`config.mk`:
```
export PLATFORM = sky130hd
export DESIGN_NAME = method_descriptor_slot_counter_flat
export DESIGN_NICKNAME = d
export VERILOG_FILES = /design/src/rtl/mdsc_pkg.sv /design/src/rtl/mdsc_if.sv /design/src/rtl/mdsc_cfg.sv /design/src/rtl/mdsc_step.sv /design/src/rtl/method_descriptor_slot_counter.sv /design/src/flat_wrapper.sv
export SDC_FILE = /design/constraint.sdc
export NUM_CORES = 1
export LEC_CHECK = 0
export ABC_CLOCK_PERIOD_IN_PS = 5900
export BUFFER_PORTS_ARGS = -buffer_cell sky130_fd_sc_hd__buf_4
export CAP_MARGIN = 30
export CORE_MARGIN = 2
export CORE_UTILIZATION = 52
export CTS_BUF_LIST = sky130_fd_sc_hd__clkbuf_4 sky130_fd_sc_hd__clkbuf_8 sky130_fd_sc_hd__clkbuf_16
export DETAILED_ROUTE_END_ITERATION = 7
export GPL_TIMING_DRIVEN = 0
export PLACE_DENSITY = 0.9
export SLEW_MARGIN = 5
export SYNTH_ARGS = -nofsm -noshare
export SYNTH_HDL_FRONTEND = slang
export SYNTH_HIERARCHICAL = 1
export SYNTH_SLANG_ARGS = --single-unit
```
`constraint.sdc`:
```
create_clock -name i_clk -period 5.9 [get_ports i_clk]
set_clock_uncertainty 0.05 [all_clocks]
set_input_delay 1.18 -clock i_clk [delete_from_list [all_inputs] [get_ports i_clk]]
set_output_delay 1.18 -clock i_clk [all_outputs]
set_load 0.1 [all_outputs]
```
`src/rtl/mdsc_pkg.sv`:
```
package mdsc_pkg;

    localparam int COUNT_W   = 16;
    localparam int REFW_W    = 2;
    localparam int BYTE_W    = 8;
    localparam int APB_AW    = 3;
    localparam int APB_DW    = 32;

    localparam logic [COUNT_W-1:0] COUNT_MAX    = '1;
    localparam logic [REFW_W-1:0]  REFW_RESET   = 2'd1;
    localparam logic [APB_AW-1:0]  ADDR_REFW    = 3'd0;

    // Descriptor characters.
    localparam logic [BYTE_W-1:0] CH_OPEN  = 8'h28;  // (
    localparam logic [BYTE_W-1:0] CH_CLOSE = 8'h29;  // )
    localparam logic [BYTE_W-1:0] CH_SEMI  = 8'h3B;  // ;
    localparam logic [BYTE_W-1:0] CH_ARRAY = 8'h5B;  // [
    localparam logic [BYTE_W-1:0] CH_B     = 8'h42;
    localparam logic [BYTE_W-1:0] CH_C     = 8'h43;
    localparam logic [BYTE_W-1:0] CH_D     = 8'h44;
    localparam logic [BYTE_W-1:0] CH_F     = 8'h46;
    localparam logic [BYTE_W-1:0] CH_I     = 8'h49;
    localparam logic [BYTE_W-1:0] CH_J     = 8'h4A;
    localparam logic [BYTE_W-1:0] CH_L     = 8'h4C;
    localparam logic [BYTE_W-1:0] CH_S     = 8'h53;
    localparam logic [BYTE_W-1:0] CH_Z     = 8'h5A;

    typedef struct packed {
        logic               seeking_open;
        logic               in_class_name;
        logic               array_pending;
        logic [COUNT_W-1:0] word_total;
        logic               answered;
        logic               pos_nonzero;
    } t_scan_state;

    typedef struct packed {
        logic               valid;
        logic               bad;
        logic [COUNT_W-1:0] count;
    } t_scan_result;

    localparam t_scan_state SCAN_CLEAR = '{
        seeking_open:  1'b1,
        in_class_name: 1'b0,
        array_pending: 1'b0,
        word_total:    '0,
        answered:      1'b0,
        pos_nonzero:   1'b0
    };

endpackage

```
`src/rtl/mdsc_if.sv`:
```
interface mdsc_in_if;
    logic       valid;
    logic       ready;
    logic [7:0] desc_byte;
    logic       first_byte;
    logic       last_byte;

    modport source (output valid, output desc_byte, output first_byte, output last_byte,
                    input ready);
    modport sink   (input valid, input desc_byte, input first_byte, input last_byte,
                    output ready);
endinterface

interface mdsc_out_if;
    logic        valid;
    logic        ready;
    logic [15:0] slot_count;
    logic        bad_descriptor;

    modport source (output valid, output slot_count, output bad_descriptor, input ready);
    modport sink   (input valid, input slot_count, input bad_descriptor, output ready);
endinterface

```
`src/rtl/mdsc_cfg.sv`:
```
module mdsc_cfg (
    input  logic                         i_clk,
    input  logic                         i_rst_n,
    input  logic                         psel,
    input  logic                         penable,
    input  logic                         pwrite,
    input  logic [mdsc_pkg::APB_AW-1:0]  paddr,
    input  logic [mdsc_pkg::APB_DW-1:0]  pwdata,
    output logic [mdsc_pkg::APB_DW-1:0]  prdata,
    output logic                         pready,
    output logic [mdsc_pkg::REFW_W-1:0]  o_ref_words
);
    import mdsc_pkg::*;

    logic [REFW_W-1:0] r_ref_words;
    logic              hit;

    // Only the word address matters; the low byte-lane bits are ignored.
    assign hit    = (paddr[APB_AW-1:2] == ADDR_REFW[APB_AW-1:2]);
    assign pready = 1'b1;

    always_ff @(posedge i_clk) begin
        if (!i_rst_n) begin
            r_ref_words <= REFW_RESET;
        end else if (psel && penable && pwrite && hit) begin
            r_ref_words <= pwdata[REFW_W-1:0];
        end
    end

    always_comb begin
        prdata = '0;
        if (hit) begin
            prdata[REFW_W-1:0] = r_ref_words;
        end
    end

    assign o_ref_words = r_ref_words;

endmodule

```
`src/rtl/mdsc_step.sv`:
```
module mdsc_step (
    input  mdsc_pkg::t_scan_state         i_state,
    input  logic [mdsc_pkg::BYTE_W-1:0]   i_byte,
    input  logic                          i_first,
    input  logic                          i_last,
    input  logic [mdsc_pkg::REFW_W-1:0]   i_ref_words,
    output mdsc_pkg::t_scan_state         o_state,
    output mdsc_pkg::t_scan_result        o_result
);
    import mdsc_pkg::*;

    t_scan_state      s;
    logic [COUNT_W:0] sum;
    logic [REFW_W-1:0] add;
    logic             do_add;
    logic             emit;
    logic             emit_bad;

    always_comb begin
        s        = i_first ? SCAN_CLEAR : i_state;
        add      = '0;
        do_add   = 1'b0;
        emit     = 1'b0;
        emit_bad = 1'b0;

        if (s.answered) begin
            // Idle until the next descriptor starts.
        end else if (i_last) begin
            emit     = 1'b1;
            emit_bad = 1'b1;
        end else begin
            s.pos_nonzero = 1'b1;
            if (s.in_class_name) begin
                if (i_byte == CH_SEMI) begin
                    s.in_class_name = 1'b0;
                end
            end else if (s.seeking_open) begin
                if (i_byte == CH_OPEN) begin
                    if (i_state.pos_nonzero && !i_first) begin
                        emit     = 1'b1;
                        emit_bad = 1'b1;
                    end else begin
                        s.seeking_open = 1'b0;
                    end
                end
            end else if (i_byte == CH_CLOSE) begin
                emit     = 1'b1;
                emit_bad = s.array_pending;
            end else begin
                unique case (i_byte)
                    CH_B, CH_C, CH_F, CH_I, CH_S, CH_Z: begin
                        do_add          = 1'b1;
                        add             = s.array_pending ? i_ref_words : REFW_W'(1);
                        s.array_pending = 1'b0;
                    end
                    CH_D, CH_J: begin
                        do_add          = 1'b1;
                        add             = s.array_pending ? i_ref_words : REFW_W'(2);
                        s.array_pending = 1'b0;
                    end
                    CH_L: begin
                        do_add          = 1'b1;
                        add             = i_ref_words;
                        s.array_pending = 1'b0;
                        s.in_class_name = 1'b1;
                    end
                    CH_ARRAY: begin
                        s.array_pending = 1'b1;
                    end
                    default: begin
                        emit     = 1'b1;
                        emit_bad = 1'b1;
                    end
                endcase
            end
        end

        sum = {1'b0, s.word_total} + (COUNT_W+1)'(add);
        if (do_add) begin
            s.word_total = sum[COUNT_W] ? COUNT_MAX : sum[COUNT_W-1:0];
        end
        if (emit) begin
            s.answered = 1'b1;
        end

        o_state        = s;
        o_result.valid = emit;
        o_result.bad   = emit_bad;
        o_result.count = emit_bad ? '0 : s.word_total;
    end

endmodule

```
`src/rtl/method_descriptor_slot_counter.sv`:
```
// Method descriptor slot counter. Descriptor bytes arrive one per request on i_desc,
// with first_byte marking the start of a descriptor and last_byte its final byte, and
// the block returns at most one result per descriptor on o_slot: the number of stack
// words the parameter list takes (saturating at 65535) or a malformed flag with a zero
// count. A byte can be taken every clock cycle; each byte passes one scan step held
// between an input register and a result register, and a stalled result side holds
// bytes back only once both registers are full. The APB register at address 0 sets the
// words per object reference.
module method_descriptor_slot_counter (
    input  logic                         i_clk,
    input  logic                         i_rst_n,
    mdsc_in_if.sink                      i_desc,
    mdsc_out_if.source                   o_slot,
    input  logic                         psel,
    input  logic                         penable,
    input  logic                         pwrite,
    input  logic [mdsc_pkg::APB_AW-1:0]  paddr,
    input  logic [mdsc_pkg::APB_DW-1:0]  pwdata,
    output logic [mdsc_pkg::APB_DW-1:0]  prdata,
    output logic                         pready
);
    import mdsc_pkg::*;

    logic [REFW_W-1:0] ref_words;

    logic              r_in_valid;
    logic [BYTE_W-1:0] r_in_byte;
    logic              r_in_first;
    logic              r_in_last;

    t_scan_state       r_state;
    t_scan_state       n_state;
    t_scan_result      step_res;

    logic               r_out_valid;
    logic               r_out_bad;
    logic [COUNT_W-1:0] r_out_count;

    logic advance;
    logic take;

    mdsc_cfg u_cfg (
        .i_clk       (i_clk),
        .i_rst_n     (i_rst_n),
        .psel        (psel),
        .penable     (penable),
        .pwrite      (pwrite),
        .paddr       (paddr),
        .pwdata      (pwdata),
        .prdata      (prdata),
        .pready      (pready),
        .o_ref_words (ref_words)
    );

    mdsc_step u_step (
        .i_state     (r_state),
        .i_byte      (r_in_byte),
        .i_first     (r_in_first),
        .i_last      (r_in_last),
        .i_ref_words (ref_words),
        .o_state     (n_state),
        .o_result    (step_res)
    );

    // The held byte moves on unless it makes a result while the result register is stuck.
    assign advance      = r_in_valid && (!step_res.valid || !r_out_valid || o_slot.ready);
    assign i_desc.ready = !r_in_valid || advance;
    assign take         = i_desc.valid && i_desc.ready;

    always_ff @(posedge i_clk) begin
        if (!i_rst_n) begin
            r_in_valid <= 1'b0;
        end else if (take) begin
            r_in_valid <= 1'b1;
        end else if (advance) begin
            r_in_valid <= 1'b0;
        end
    end

    always_ff @(posedge i_clk) begin
        if (take) begin
            r_in_byte  <= i_desc.desc_byte;
            r_in_first <= i_desc.first_byte;
            r_in_last  <= i_desc.last_byte;
        end
    end

    always_ff @(posedge i_clk) begin
        if (!i_rst_n) begin
            r_state <= SCAN_CLEAR;
        end else if (advance) begin
            r_state <= n_state;
        end
    end

    always_ff @(posedge i_clk) begin
        if (!i_rst_n) begin
            r_out_valid <= 1'b0;
        end else if (advance && step_res.valid) begin
            r_out_valid <= 1'b1;
        end else if (o_slot.ready) begin
            r_out_valid <= 1'b0;
        end
    end

    always_ff @(posedge i_clk) begin
        if (advance && step_res.valid) begin
            r_out_bad   <= step_res.bad;
            r_out_count <= step_res.count;
        end
    end

    assign o_slot.valid          = r_out_valid;
    assign o_slot.bad_descriptor = r_out_bad;
    assign o_slot.slot_count     = r_out_count;

`ifndef SYNTHESIS
    a_bad_zero: assert property (@(posedge i_clk) disable iff (!i_rst_n)
        r_out_valid && r_out_bad |-> r_out_count == '0)
        else $error("malformed result carries a nonzero count");

    a_answered: assert property (@(posedge i_clk) disable iff (!i_rst_n)
        advance && step_res.valid |=> r_state.answered)
        else $error("result issued without marking the descriptor answered");

    a_held: assert property (@(posedge i_clk) disable iff (!i_rst_n)
        r_in_valid && !advance |=> r_in_valid && $stable(r_in_byte) && $stable(r_state))
        else $error("held byte or scan state changed while stalled");

    a_ready: assert property (@(posedge i_clk) disable iff (!i_rst_n)
        !r_out_valid |-> i_desc.ready)
        else $error("input stalled with an empty result register");
`endif

endmodule

```
`src/flat_wrapper.sv`:
```
// flat-port wrapper written by rule: the top's interface ports become plain ports
module method_descriptor_slot_counter_flat import mdsc_pkg::*;
  (i_clk, i_rst_n, psel, penable, pwrite, paddr, pwdata, prdata, pready, i_desc_valid, i_desc_desc_byte, i_desc_first_byte, i_desc_last_byte, i_desc_ready, o_slot_valid, o_slot_slot_count, o_slot_bad_descriptor, o_slot_ready);
  mdsc_in_if i_desc_i ();
  mdsc_out_if o_slot_i ();
  input  logic i_clk;
  input  logic i_rst_n;
  input  logic psel;
  input  logic penable;
  input  logic pwrite;
  input  logic [mdsc_pkg::APB_AW-1:0] paddr;
  input  logic [mdsc_pkg::APB_DW-1:0] pwdata;
  output logic [mdsc_pkg::APB_DW-1:0] prdata;
  output logic pready;
  input wire logic [$bits(i_desc_i.valid)-1:0] i_desc_valid;
  input wire logic [$bits(i_desc_i.desc_byte)-1:0] i_desc_desc_byte;
  input wire logic [$bits(i_desc_i.first_byte)-1:0] i_desc_first_byte;
  input wire logic [$bits(i_desc_i.last_byte)-1:0] i_desc_last_byte;
  output wire logic [$bits(i_desc_i.ready)-1:0] i_desc_ready;
  output wire logic [$bits(o_slot_i.valid)-1:0] o_slot_valid;
  output wire logic [$bits(o_slot_i.slot_count)-1:0] o_slot_slot_count;
  output wire logic [$bits(o_slot_i.bad_descriptor)-1:0] o_slot_bad_descriptor;
  input wire logic [$bits(o_slot_i.ready)-1:0] o_slot_ready;
  assign i_desc_i.valid = i_desc_valid;
  assign i_desc_i.desc_byte = i_desc_desc_byte;
  assign i_desc_i.first_byte = i_desc_first_byte;
  assign i_desc_i.last_byte = i_desc_last_byte;
  assign i_desc_ready = i_desc_i.ready;
  assign o_slot_valid = o_slot_i.valid;
  assign o_slot_slot_count = o_slot_i.slot_count;
  assign o_slot_bad_descriptor = o_slot_i.bad_descriptor;
  assign o_slot_i.ready = o_slot_ready;
  method_descriptor_slot_counter u_core (.i_clk(i_clk), .i_rst_n(i_rst_n), .i_desc(i_desc_i), .o_slot(o_slot_i), .psel(psel), .penable(penable), .pwrite(pwrite), .paddr(paddr), .pwdata(pwdata), .prdata(prdata), .pready(pready));
endmodule
```
-- After elaboration in Yosys (flattened, before gate mapping)
Index checks and enable logic that the tools add are counted.
- add/subtract/negate cells: 1
- eq/ne operators: 13
- mux-type cells: 50
- bitwise gates (word level): 1
- reduce and logical (&&, ||, !) cells: 20
- operators by type and width (cell ; count):
    8-bit by 7-bit == test with 1-bit output (second input constant) ; 10
    1-bit two-way mux ; 33
    16-bit two-way mux ; 2
    8-bit by 6-bit == test with 1-bit output (second input constant) ; 3
    21-bit two-way mux ; 1
    2-bit two-way mux ; 10
    16-bit by 2-bit adder with 17-bit output ; 1
    10-bit OR reduction ; 1
    9-bit OR reduction ; 1
    1-bit logical AND ; 7
    3-bit two-way mux ; 2
    2-bit one-hot mux with 3 select lines ; 1
    6-bit OR reduction ; 1
    1-bit zero test ; 4
    2-bit nonzero test ; 2
    1-bit logical OR ; 3
    1-bit one-hot mux with 2 select lines ; 1
    2-bit OR reduction ; 1
    1-bit NOT ; 1
- register bits after elaboration: 52
- input bits: 52
- output and inout bits: 52

-- Longest topological paths before layout
Gate-level depths: netlist (run 1).
- depth in word-level cells: 15
- depth in mapped cells: 19

-- Cells and area by module
Netlist (run 1), hierarchy kept.
- by module, submodules not included (module ; times used ; cells each ; area an instance (µm²) ; sequential area each (µm²)):
    method_descriptor_slot_counter ; 1 ; 129 ; 1770.4 ; 1271.2
    mdsc_step ; 1 ; 196 ; 1207.4 ; 0.0
    mdsc_cfg ; 1 ; 44 ; 351.6 ; 40.0

-- Least setup slack after synthesis (run 1)
Ideal clock, no wire load.
- path kind: register to register
- from: register u_core.r_in_first
- to: register u_core/r_state[16] in the netlist's numbering
- setup time: 72 ps
- arrival: 4055 ps
- slack: 1723 ps
- cell stages (with the launch flop): 18
- period minus slack after synthesis: 4177 ps
- cell sequence: edfxtp_1 -> or4_4 -> or3_1 -> buf_6 -> a21o_1 -> buf_6 -> a21oi_1 -> ha_1 -> inv_1 -> fa_1 -> nand2b_1 -> or3_1 -> or2_2 -> nor4_4 -> nor2_1 -> a211oi_1 -> nand2_1 -> mux2i_1
- RTL lines (item ; RTL line ; RTL):
    start: declaration ; method_descriptor_slot_counter.sv:28 ; logic r_in_first;
    start signal: assignment ; method_descriptor_slot_counter.sv:83 ; r_in_first <= i_desc.first_byte;
    end signal: assignment ; method_descriptor_slot_counter.sv:92 ; r_state <= n_state;
    end: declaration ; method_descriptor_slot_counter.sv:31 ; t_scan_state r_state;

==> impl_summary.log, run 1 <==
[metrics] maximum number of pins on one net before global-route repair: 18
[metrics] final hold viol count: 0
[metrics] Pre-antenna DRT Iters: 5
[metrics] final setup fails: 0
[metrics] # nets final: 500
[metrics] classification of the worst setup path: register to register
[metrics] post-synthesis to final-layout area growth: 17.8%
[metrics] fraction of the yosys area taken by sequential cells: around two fifths
[metrics] Port Buf Inserts: 40
[metrics] grt met3 use: 3.76%
[metrics] VDD IR-drop max: between 0.1 and 0.15 mV
[metrics] Global Route met1 Usage: 25.2%
[metrics] Clock Root Buffer: clkbuf_8
[metrics] setup tns final: 0 ns
[metrics] post-synth top area share: 24.4%
[metrics] initial antenna violation count: 0
[metrics] most frequent cell after synthesis: nand2_1
[metrics] Synth Cell Area: 3330 µm²
[metrics] clock buffers created by TritonCTS: 5
[metrics] longest individual stage delay on the worst path: 0.67 ns
[metrics] Required @ worst endpoint: 6.08 ns
[metrics] hold buffer count at CTS: 0
[metrics] routed wire length: 7050 µm
[metrics] cell-by-cell listing of the critical path: or4_4, or3_1, buf_6, a21o_1, buf_6, a21oi_1, ha_1, inv_1, fa_1, nand2b_1, or3_1, nor3_1, o21ai_0, a21oi_1, nand2_1, mux2i_1
[metrics] Clock Tree Buf Depth: 2
[metrics] Final GP Congestion: 0.892
[metrics] smallest hold slack: 0.432 ns
[metrics] leakage power summed over all cells: between 1 and 1.5 nW
[metrics] number of enable flip-flop cells after synthesis: 27
[metrics] worst hold stages: 2
[metrics] Commonest cells post-synth: nand2_1, buf_4, edfxtp_1
[metrics] met2 usage in global routing: 33.7%
[metrics] Post-CTS Setup Repair Bufs: 0
[metrics] stages on the worst setup path: 16
[metrics] number of warnings issued by yosys: 6
[metrics] die outline width: ~84 µm
[metrics] dominant register cell in the synthesized netlist: edfxtp_1
[metrics] worst relative slew slack: between 40 and 50%
[metrics] synthesized instance count: 369
[metrics] max capacitance violation total: 0
[metrics] clock latency reported for the late side of the worst-skew pair: 0.31 ns
[metrics] global-route wire length before repair: 11700 µm
[metrics] core footprint: 6280 µm²
[metrics] full die area: 7060 µm²
[metrics] vias in the first global route: 2668
[metrics] fraction of final layout cells sized beyond drive strength 1: a little under a quarter
[metrics] count of buffering cells on the critical path with inverters included: 3
[metrics] synth top area cells: edfxtp_1, dfxtp_1, mux2i_1
[metrics] post-layout minimum cycle time: 4.66 ns
[metrics] top fanout value on the critical path: 10
[metrics] Top-Level Pins: 104
[metrics] Starting Density: a little over half
[metrics] total number of vias: 2851
[metrics] Site Rows: 29
[metrics] Tcrit/Tclk final: 78.9%
[metrics] cell family with the largest share of critical-path delay: simple AND/OR/NAND/NOR gates
[metrics] cell area after placement: 3830 µm²
[metrics] routed length per placed instance: 13.5 µm
[metrics] endpoint type of the worst setup path: register
[metrics] slew at the pin closest to its max-slew limit: 0.822 ns
[metrics] FILL cells: 519
[metrics] HPWL after detailed placement: approximately 5300 µm
[metrics] count of clock tree sinks: 52
[metrics] data arrival time at the worst-slack endpoint: 4.84 ns
[metrics] number of cell instances on the worst register-to-register path: 16
[metrics] Achievable Freq: 215 MHz
[metrics] total power density per cell area: 205 nW/µm²
[metrics] clock-pin slew reported for the worst setup and hold paths after clock tree synthesis: 0.09 ns
[metrics] Worst Hold Class: register to register
[metrics] count of pins over their slew limit: 0
[metrics] H-Tree Level Count: 2
[metrics] Final Instance Area: 3920 µm²
[metrics] drt via density: 5.45
[metrics] top cell type by total area after synthesis: edfxtp_1
[metrics] Critical Path Start Type: register
[metrics] Congestion Overflow GR: 0
[metrics] number of nets still failing antenna checks after routing: 0
[metrics] initial drt markers: 298
[metrics] setup repair after global routing missed its margin: no
[metrics] cell type of the slowest stage on the worst timing path: nor3_1
[metrics] y dimension of the die: 84.0 µm
[metrics] count of state elements after synthesis: 52
[metrics] detailed-route DRC error count: 0
[metrics] most congested layer reported by global routing: met2
[metrics] Avg Inst Size Synth: 9.02 µm²
[metrics] distinct cell type count after synthesis: 60
[metrics] TritonCTS clock tree: built
[metrics] fraction of registers with async set/reset: 0%
[metrics] diode count: 0
[metrics] Resized cells post-CTS: 0
[metrics] result of the run: completed
[metrics] all-layer global routing usage: 20.3%
-- worst paths after layout --
kind              slack, ns                end         startpoint
setup / recovery       1.24  u_core/r_state[5]  u_core/r_in_first
hold / removal         0.43  u_core/r_state[4]  u_core/r_state[4]
setup reg to reg       1.24  u_core/r_state[5]  u_core/r_in_first
hold reg to reg        0.43  u_core/r_state[4]  u_core/r_state[4]
-- state kept, by name, summed over array words and instances, names as in the netlist --
register and flops:
u_core/r_in_valid 1, u_core/u_cfg/o_ref_words 2, u_core/r_in_last 1, u_core/o_slot.bad_descriptor 1, u_core/r_in_byte 8, u_core/r_in_first 1, u_core/o_slot.valid 1, u_core/r_state 21
u_core/o_slot.slot_count 16
-- where the power goes --
group,switching (mW),internal (mW)
Sequential,0.00459,0.389
Combinational,0.162,0.0474
Clock,0.114,0.0871
Total,0.280,0.524
-- worst min-delay path: stages (launching register included) --
cell	delay, ns
dfxtp_1	0.33
nand2_1	0.05
mux2i_1	0.05
-- cell type report --
class / instances / area [µm²] / share of cell area [%]
Buffer: 52 / 362 / 9.22
Inverter: 7 / 26.3 / 0.670
Sequential cell: 52 / 1310 / 33.4
Multi-Input combinational cell: 287 / 1740 / 44.3
Clock buffer: 6 / 76.3 / 1.95
Timing Repair Buffer: 40 / 300 / 7.66
Tap cell: 77 / 96.3 / 2.46
Clock inverter: 2 / 11.3 / 0.287
-- layout by cell type, fill, tap and decap left out, types with 3 or more instances in the layout --
master / synthesis / routed
nand2_1: 63 / 63
clkbuf_1: 9 / 9
conb_1: 2 / 31
or3_1: 4 / 4
nor4_1: 7 / 7
o211ai_1: 3 / 3
nor2b_1: 15 / 15
clkbuf_8: 0 / 5
buf_4: 33 / 73
nor2_1: 19 / 19
mux2i_1: 26 / 26
nand4_1: 7 / 7
nor3_1: 12 / 12
nand3_1: 5 / 5
o21ai_0: 8 / 8
a21oi_1: 13 / 13
clkinv_1: 2 / 3
or2_2: 4 / 4
buf_2: 3 / 3
edfxtp_1: 27 / 27
nand2b_1: 5 / 5
inv_1: 5 / 5
dfxtp_1: 25 / 25
xnor2_1: 3 / 3
a211oi_1: 4 / 4
and2_1: 14 / 14
-- per-stage QoR --
step	util, %	power, mW	setup WS (ns)	std cells
floorplan	-	0.581	1.72	398
global placement	61.1	0.608	1.38	515
detailed placement	61.1	0.611	1.34	515
CTS	62.5	0.808	1.30	523
global route	62.5	0.832	1.06	523
finish	62.5	0.804	1.24	523
-- cell families (layout without fill, tap and decap cells) --
group           Yosys count  after routing  share of synthesized area [%]
flops                    52             52                           39.4
other cells               2             31                          0.226
buf+inv                  59            107                           11.6
simple gates            168            168                           26.4
compound gates           53             53                           11.5
fa+ha+maj                 3              3                           1.35
xor+xnor                  4              4                           1.05
mux                      28             28                           8.49
-- routing by layer --
layer  wire length (µm)  share of wire, %
met5                  0                 0
met3                549               7.8
met4                176               2.5
met1               2910                41
met2               3420                48
No activity file was read; power rests on OpenSTA's default activity.
==> run 2, diff against run 1 <==
- ABC_CLOCK_PERIOD_IN_PS: 5900 -> 4000
- CORE_UTILIZATION: 52 -> 47
- PLACE_DENSITY: 0.9 -> 0.86
- clock period: 5.9 -> 4 ns (I/O delays scaled with it)
==> run 2 against run 1 <==
The flow now finishes with violations (negative setup slack). Via count up 5.1%. Core utilization down 0.84 points. Design area up 7.4%.
==> impl_summary.log, run 2 (synthesized netlist as in run 1, its figures left out) <==
[metrics] result of the run: finished with violations
[metrics] failing checks: negative setup slack
[metrics] slew at the pin closest to its max-slew limit: roughly 0.79 ns
[metrics] classification of the worst setup path: register to register
[metrics] total number of vias: between 2k and 3k
[metrics] leading cell types in the layout, fill and taps excluded: buf_4, nand2_1, conb_1, edfxtp_1, mux2i_1
[metrics] Final GP Congestion: between 0.9 and 1
[metrics] Pre-antenna DRT Iters: 5
[metrics] Congestion Overflow GR: 0
[metrics] final instance count without filler cells: 553
[metrics] HPWL after detailed placement: 5350 µm
[metrics] all-layer global routing usage: 20.5%
[metrics] Clock Tree Buf Depth: 2
[metrics] most common cell after layout, fill and taps aside: buf_4
[metrics] drt via density: 5.42
[metrics] setup tns final: -0.00635 ns
[metrics] TritonCTS clock tree: built
[metrics] Top-Level Pins: between 100 and 150
[metrics] largest register by flop count: u_core/r_state
[metrics] count of pins over their slew limit: 0
[metrics] maximum number of pins on one net before global-route repair: 18
[metrics] clock latency reported for the late side of the worst-skew pair: 0.30 ns
[metrics] data arrival time at the worst-slack endpoint: 4.19 ns
[metrics] cell type of the slowest stage on the worst timing path: or4_4
[metrics] total power density per cell area: just over 300 nW/µm²
[metrics] global-route wire length before repair: 12500 µm
[metrics] core footprint: 6830 µm²
[metrics] FILL cells: approximately 590
[metrics] diode count: 0
[metrics] Starting Density: 48.7%
[metrics] Tcrit/Tclk final: 100%
[metrics] worst relative slew slack: 47.6%
[metrics] die outline width: approximately 88 µm
[metrics] Worst Hold Class: register to register
[metrics] Setup WS post-layout: -0.00635 ns
[metrics] count of buffering cells on the critical path with inverters included: 2
[metrics] placed cell count: 534
[metrics] fraction of final layout cells sized beyond drive strength 1: 32.6%
[metrics] detailed-route DRC error count: 0
[metrics] flip-flop count of the largest register, all copies and words added: 21
[metrics] full die area: 7770 µm²
[metrics] y dimension of the die: slightly below 90 µm
[metrics] cell-by-cell listing of the critical path: or4_4, or3_4, buf_6, a21o_4, buf_4, a21o_4, fa_2, nand2b_4, or3_4, or3_4, o21ai_0, a21oi_2, nor2_1, nand2_1, mux2i_1
[metrics] Port Buf Inserts: 40
[metrics] leakage power summed over all cells: about 1.6 nW
[metrics] Clock Root Buffer: clkbuf_8
[metrics] cell family with the largest share of critical-path delay: simple AND/OR/NAND/NOR gates
[metrics] number of nets still failing antenna checks after routing: 0
[metrics] longest individual stage delay on the worst path: 0.53 ns
[metrics] most frequent cell on the critical path: or3_4
[metrics] final hold viol count: 0
[metrics] H-Tree Level Count: 2
[metrics] Site Rows: 30
[metrics] hold buffer count at CTS: 0
[metrics] post-synthesis to final-layout area growth: 26.5%
[metrics] Critical Path Start Type: register
[metrics] Power, Total: 1.31 mW
[metrics] Achievable Freq: 250 MHz
[metrics] initial drt markers: 263
[metrics] routed wire length: 7900 µm
[metrics] Required @ worst endpoint: 4.18 ns
[metrics] count of clock tree sinks: 52
[metrics] # nets final: about 510
[metrics] top fanout value on the critical path: 6
[metrics] clock buffers created by TritonCTS: 5
[metrics] placement-stage worst setup slack: -0.460 ns
[metrics] post-layout minimum cycle time: 4.01 ns
[metrics] routed length per placed instance: 14.3 µm
[metrics] initial antenna violation count: 0
[metrics] endpoint type of the worst setup path: register
[metrics] max capacitance violation total: 0
[metrics] final setup fails: 1
[metrics] vias in the first global route: 2759
[metrics] VDD IR-drop max: 0.200 mV
[metrics] clock-pin slew reported for the worst setup and hold paths after clock tree synthesis: around 0.09 ns
## run 2: path summary, 6_finish.rpt
| kind | slack (ns) | to | start | cells past startpoint |
|---|---|---|---|---|
| worst min register to register | 0.41 | u_core/r_state[2] | u_core/r_state[2] | 2 |
| worst min-delay path | 0.41 | u_core/r_state[2] | u_core/r_state[2] | 2 |
| worst max register to register | -0.006 | u_core/r_state[15] | u_core/r_state[19] | 15 |
| worst max-delay path | -0.006 | u_core/r_state[15] | u_core/r_state[19] | 15 |
## run 2: per-stage QoR
stage	util, %	hold WS, ns	cell area [µm²]
floorplan	-	0.380	3460
global placement	56.8	0.390	3880
global route	61.6	0.440	4210
CTS	60.2	0.417	4120
detailed placement	56.8	0.402	3880
finish	61.6	0.414	4210
## run 2: what timing repair did
item                       CTS  global route
resized for setup           13            20
setup endpoints to repair   32            32
pin swaps                   13            10
setup buffers               10             5
cloned                       0             0
## run 2: final cells by class
type                            count  area, µm²  area share (%)
Multi-Input combinational cell    287       1860            44.1
Clock inverter                      2       60.1            1.43
Inverter                            7       30.0           0.713
Sequential cell                    52       1320            31.2
Timing Repair Buffer               55        413            9.80
Tap cell                           96        120            2.85
Clock buffer                        5       68.8            1.63
Buffer                             49        348            8.26
## run 2: worst reg2reg max path, stage by stage, from the launching register on
cell      delay, ns
dfxtp_2        0.33
or4_4          0.53
or3_4          0.34
buf_6          0.13
a21o_4         0.20
buf_4          0.16
a21o_4         0.19
fa_2           0.39
nand2b_4       0.15
or3_4          0.42
or3_4          0.40
o21ai_0        0.19
a21oi_2        0.14
nor2_1         0.12
nand2_1        0.05
mux2i_1        0.16
## run 2: metal layers
layer | track usage [%] | share of wire (%) | vias to the layer above | wire length, µm
met5 | 0 | 0 | - | 0
met4 | 9.50 | 3.1 | 0 | 246
met3 | 3.96 | 8.3 | 27 | 657
met2 | 36.0 | 51 | 178 | 4050
met1 | 24.2 | 37 | 1381 | 2940
li1 | - | - | 1409 | -
## run 2: power by group
part / switching [mW] / total (mW) / internal (mW)
Combinational: 0.241 / 0.313 / 0.0725
Sequential: 0.00832 / 0.582 / 0.574
Clock: 0.169 / 0.415 / 0.246
==> run 3, diff against run 2 <==
- SKIP_CTS_REPAIR_TIMING: unset -> 1
==> run 3 against run 2 <==
The flow still finishes with violations (negative setup slack). First-iteration DRC count is 14% higher. Critical path depth is 1 higher. Final cell count is 1.4% higher. Non-clock buffer count is 8 higher. Critical path type unchanged. Critical endpoint is now u_core/r_state[16].
==> impl_summary.log, run 3 (synthesized netlist as in run 1, its figures left out) <==
[metrics] result of the run: finished with violations
[metrics] failing checks: negative setup slack
[metrics] cell area after placement: 3880 µm²
[metrics] core footprint: approximately 6800 µm²
[metrics] post-layout minimum cycle time: 4.12 ns
[metrics] diode count: 0
[metrics] Hold Path End: u_core/r_state[2]
[metrics] Setup WS post-layout: -0.116 ns
[metrics] detailed-route DRC error count: 0
[metrics] beginning of the worst hold path: u_core/r_state[2]
[metrics] Clock Tree Buf Depth: 2
[metrics] total number of vias: 3002
[metrics] Critical Path Start Type: register
[metrics] # nets final: 520
[metrics] clock-pin slew reported for the worst setup and hold paths after clock tree synthesis: around 0.090 ns
[metrics] HPWL after detailed placement: 5350 µm
[metrics] number of cell instances on the worst register-to-register path: 16
[metrics] count of buffering cells on the critical path with inverters included: 2
[metrics] final setup fails: 18
[metrics] flip-flop count of the largest register, all copies and words added: 21
[metrics] clock buffers created by TritonCTS: 5
[metrics] VDD IR-drop max: 0.200 mV
[metrics] data arrival time at the worst-slack endpoint: 4.30 ns
[metrics] worst r2r dst: u_core/r_state[16]
[metrics] worst hold stages: 2
[metrics] Site Rows: 30
[metrics] clock latency reported for the late side of the worst-skew pair: roughly 0.31 ns
[metrics] Clock Root Buffer: clkbuf_8
[metrics] cell family with the largest share of critical-path delay: simple AND/OR/NAND/NOR gates
[metrics] endpoint type of the worst setup path: register
[metrics] most common cell after layout, fill and taps aside: buf_4
[metrics] global-route wire length before repair: 12000 µm
[metrics] leading cell types in the layout, fill and taps excluded: buf_4, nand2_1, conb_1, edfxtp_1, mux2i_1
[metrics] Pre-antenna DRT Iters: 5
[metrics] largest register by flop count: u_core/r_state
[metrics] count of pins over their slew limit: 0
[metrics] longest individual stage delay on the worst path: 0.54 ns
[metrics] top fanout value on the critical path: 8
[metrics] fraction of final layout cells sized beyond drive strength 1: 34.2%
[metrics] Port Buf Inserts: 40
[metrics] FILL cells: 580
[metrics] most frequent cell on the critical path: or3_4
[metrics] setup slack, reg-to-reg: -0.12 ns
[metrics] TritonCTS clock tree: built
[metrics] cell-by-cell listing of the critical path: or4_4, or3_4, a21o_1, buf_6, a21oi_2, ha_2, inv_2, fa_2, nand2b_4, or3_4, or2_4, nor4_4, nor2_2, a211oi_2, nand2_1, mux2i_1
[metrics] multi-input gate area in the final layout: 1870 µm²
[metrics] drt via density: 5.35
[metrics] slew at the pin closest to its max-slew limit: 0.787 ns
[metrics] Congestion Overflow GR: 0
[metrics] y dimension of the die: slightly below 90 µm
[metrics] origin of the critical flop-to-flop path: u_core/r_state[19]
[metrics] Required @ worst endpoint: around 4.2 ns
[metrics] Power, Total: 1.32 mW
[metrics] die outline width: 88.2 µm
[metrics] routed wire length: 8120 µm
[metrics] initial drt markers: 300
[metrics] final hold viol count: 0
[metrics] setup repair after global routing missed its margin: yes
[metrics] post-synthesis to final-layout area growth: 28.8%
[metrics] total power density per cell area: 307 nW/µm²
[metrics] Achievable Freq: 243 MHz
[metrics] all-layer global routing usage: roughly a fifth
[metrics] maximum number of pins on one net before global-route repair: 18
[metrics] initial antenna violation count: 0
[metrics] cell type of the slowest stage on the worst timing path: or4_4
[metrics] routed length per placed instance: 14.5 µm
[metrics] Top-Level Pins: 104
[metrics] Starting Density: 48.7%
[metrics] number of nets still failing antenna checks after routing: 0
[metrics] Final Instance Area: 4290 µm²
[metrics] max capacitance violation total: 0
[metrics] Worst Hold Class: register to register
[metrics] classification of the worst setup path: register to register
[metrics] Tcrit/Tclk final: 103%
[metrics] H-Tree Level Count: 2
[metrics] Final GP Congestion: 0.940
[metrics] count of clock tree sinks: 52
[metrics] vias in the first global route: 2696
[metrics] leakage power summed over all cells: 1.66 nW
[metrics] full die area: between 7000 and 8000 µm²
[metrics] smallest hold slack: roughly 0.41 ns
[metrics] area taken by flip-flops and latches: roughly 1300 µm²
[metrics] worst relative slew slack: 47.6%
==> run 3: cell types whose count changed in the layout (fill, tap and decap cells not counted), sizes merged <==
cell / change
clkbuf: +2
buf: +6
==> run 3: routing by layer <==
metal / routed length, µm / up-vias / global-route usage [%]
met4: 228 / 0 / 8.68
met3: 587 / 30 / 4.15
met1: 3090 / 1384 / 23.6
met2: 4210 / 164 / 34.0
li1: - / 1424 / -
met5: 0 / - / 0
==> run 3: worst min-delay path: cells and delay by family, from the launching register on <==
family	cells	cell delay (ns)
flip-flops	1	0.32
AND/OR/NAND/NOR	1	0.05
multiplexers	1	0.05
==> run 3: worst max path at each step <==
stage                              startpoint                            to  slack [ns]  depth (start not counted)
after CTS                   u_core/r_in_first   u_core/o_slot.slot_count[3]       -0.48                         14
after floorplan             u_core/r_in_first  u_core/o_slot.slot_count[11]      0.0005                         15
final                      u_core/r_state[19]            u_core/r_state[16]       -0.12                         16
after global placement      u_core/r_in_first   u_core/o_slot.slot_count[3]       -0.46                         14
after global routing      u_core/r_in_byte[3]            u_core/r_state[14]       -0.22                         18
after detailed placement    u_core/r_in_first   u_core/o_slot.slot_count[3]       -0.46                         14
==> run 3: stage by stage <==
| step | utilization, % | setup TNS [ns] | instances | setup WS, ns |
|---|---|---|---|---|
| 2_1_floorplan | - | 0 | 398 | 0.000463 |
| 3_3_place_gp | 56.8 | -8.72 | 534 | -0.464 |
| 3_5_place_dp | 56.8 | -10.25 | 534 | -0.460 |
| 4_1_cts | 58.7 | -11.12 | 541 | -0.478 |
| 5_1_grt | 62.8 | -3.44 | 561 | -0.223 |
| 6_report | 62.8 | -0.785 | 561 | -0.116 |
==> run 3: power by group <==
group	internal, mW	total, mW	switching, mW
Sequential	0.573	0.581	0.00716
Clock	0.246	0.421	0.175
Combinational	0.0739	0.317	0.243
==> run 3: layout make-up <==
cell class,instances,share of cell area [%]
clock buffer,5,1.60
tap,96,2.80
buffer,50,8.20
sequential,52,30.7
inverter,7,0.700
multi-input combinational,287,43.7
timing repair buffer,62,10.9
clock inverter,2,1.40
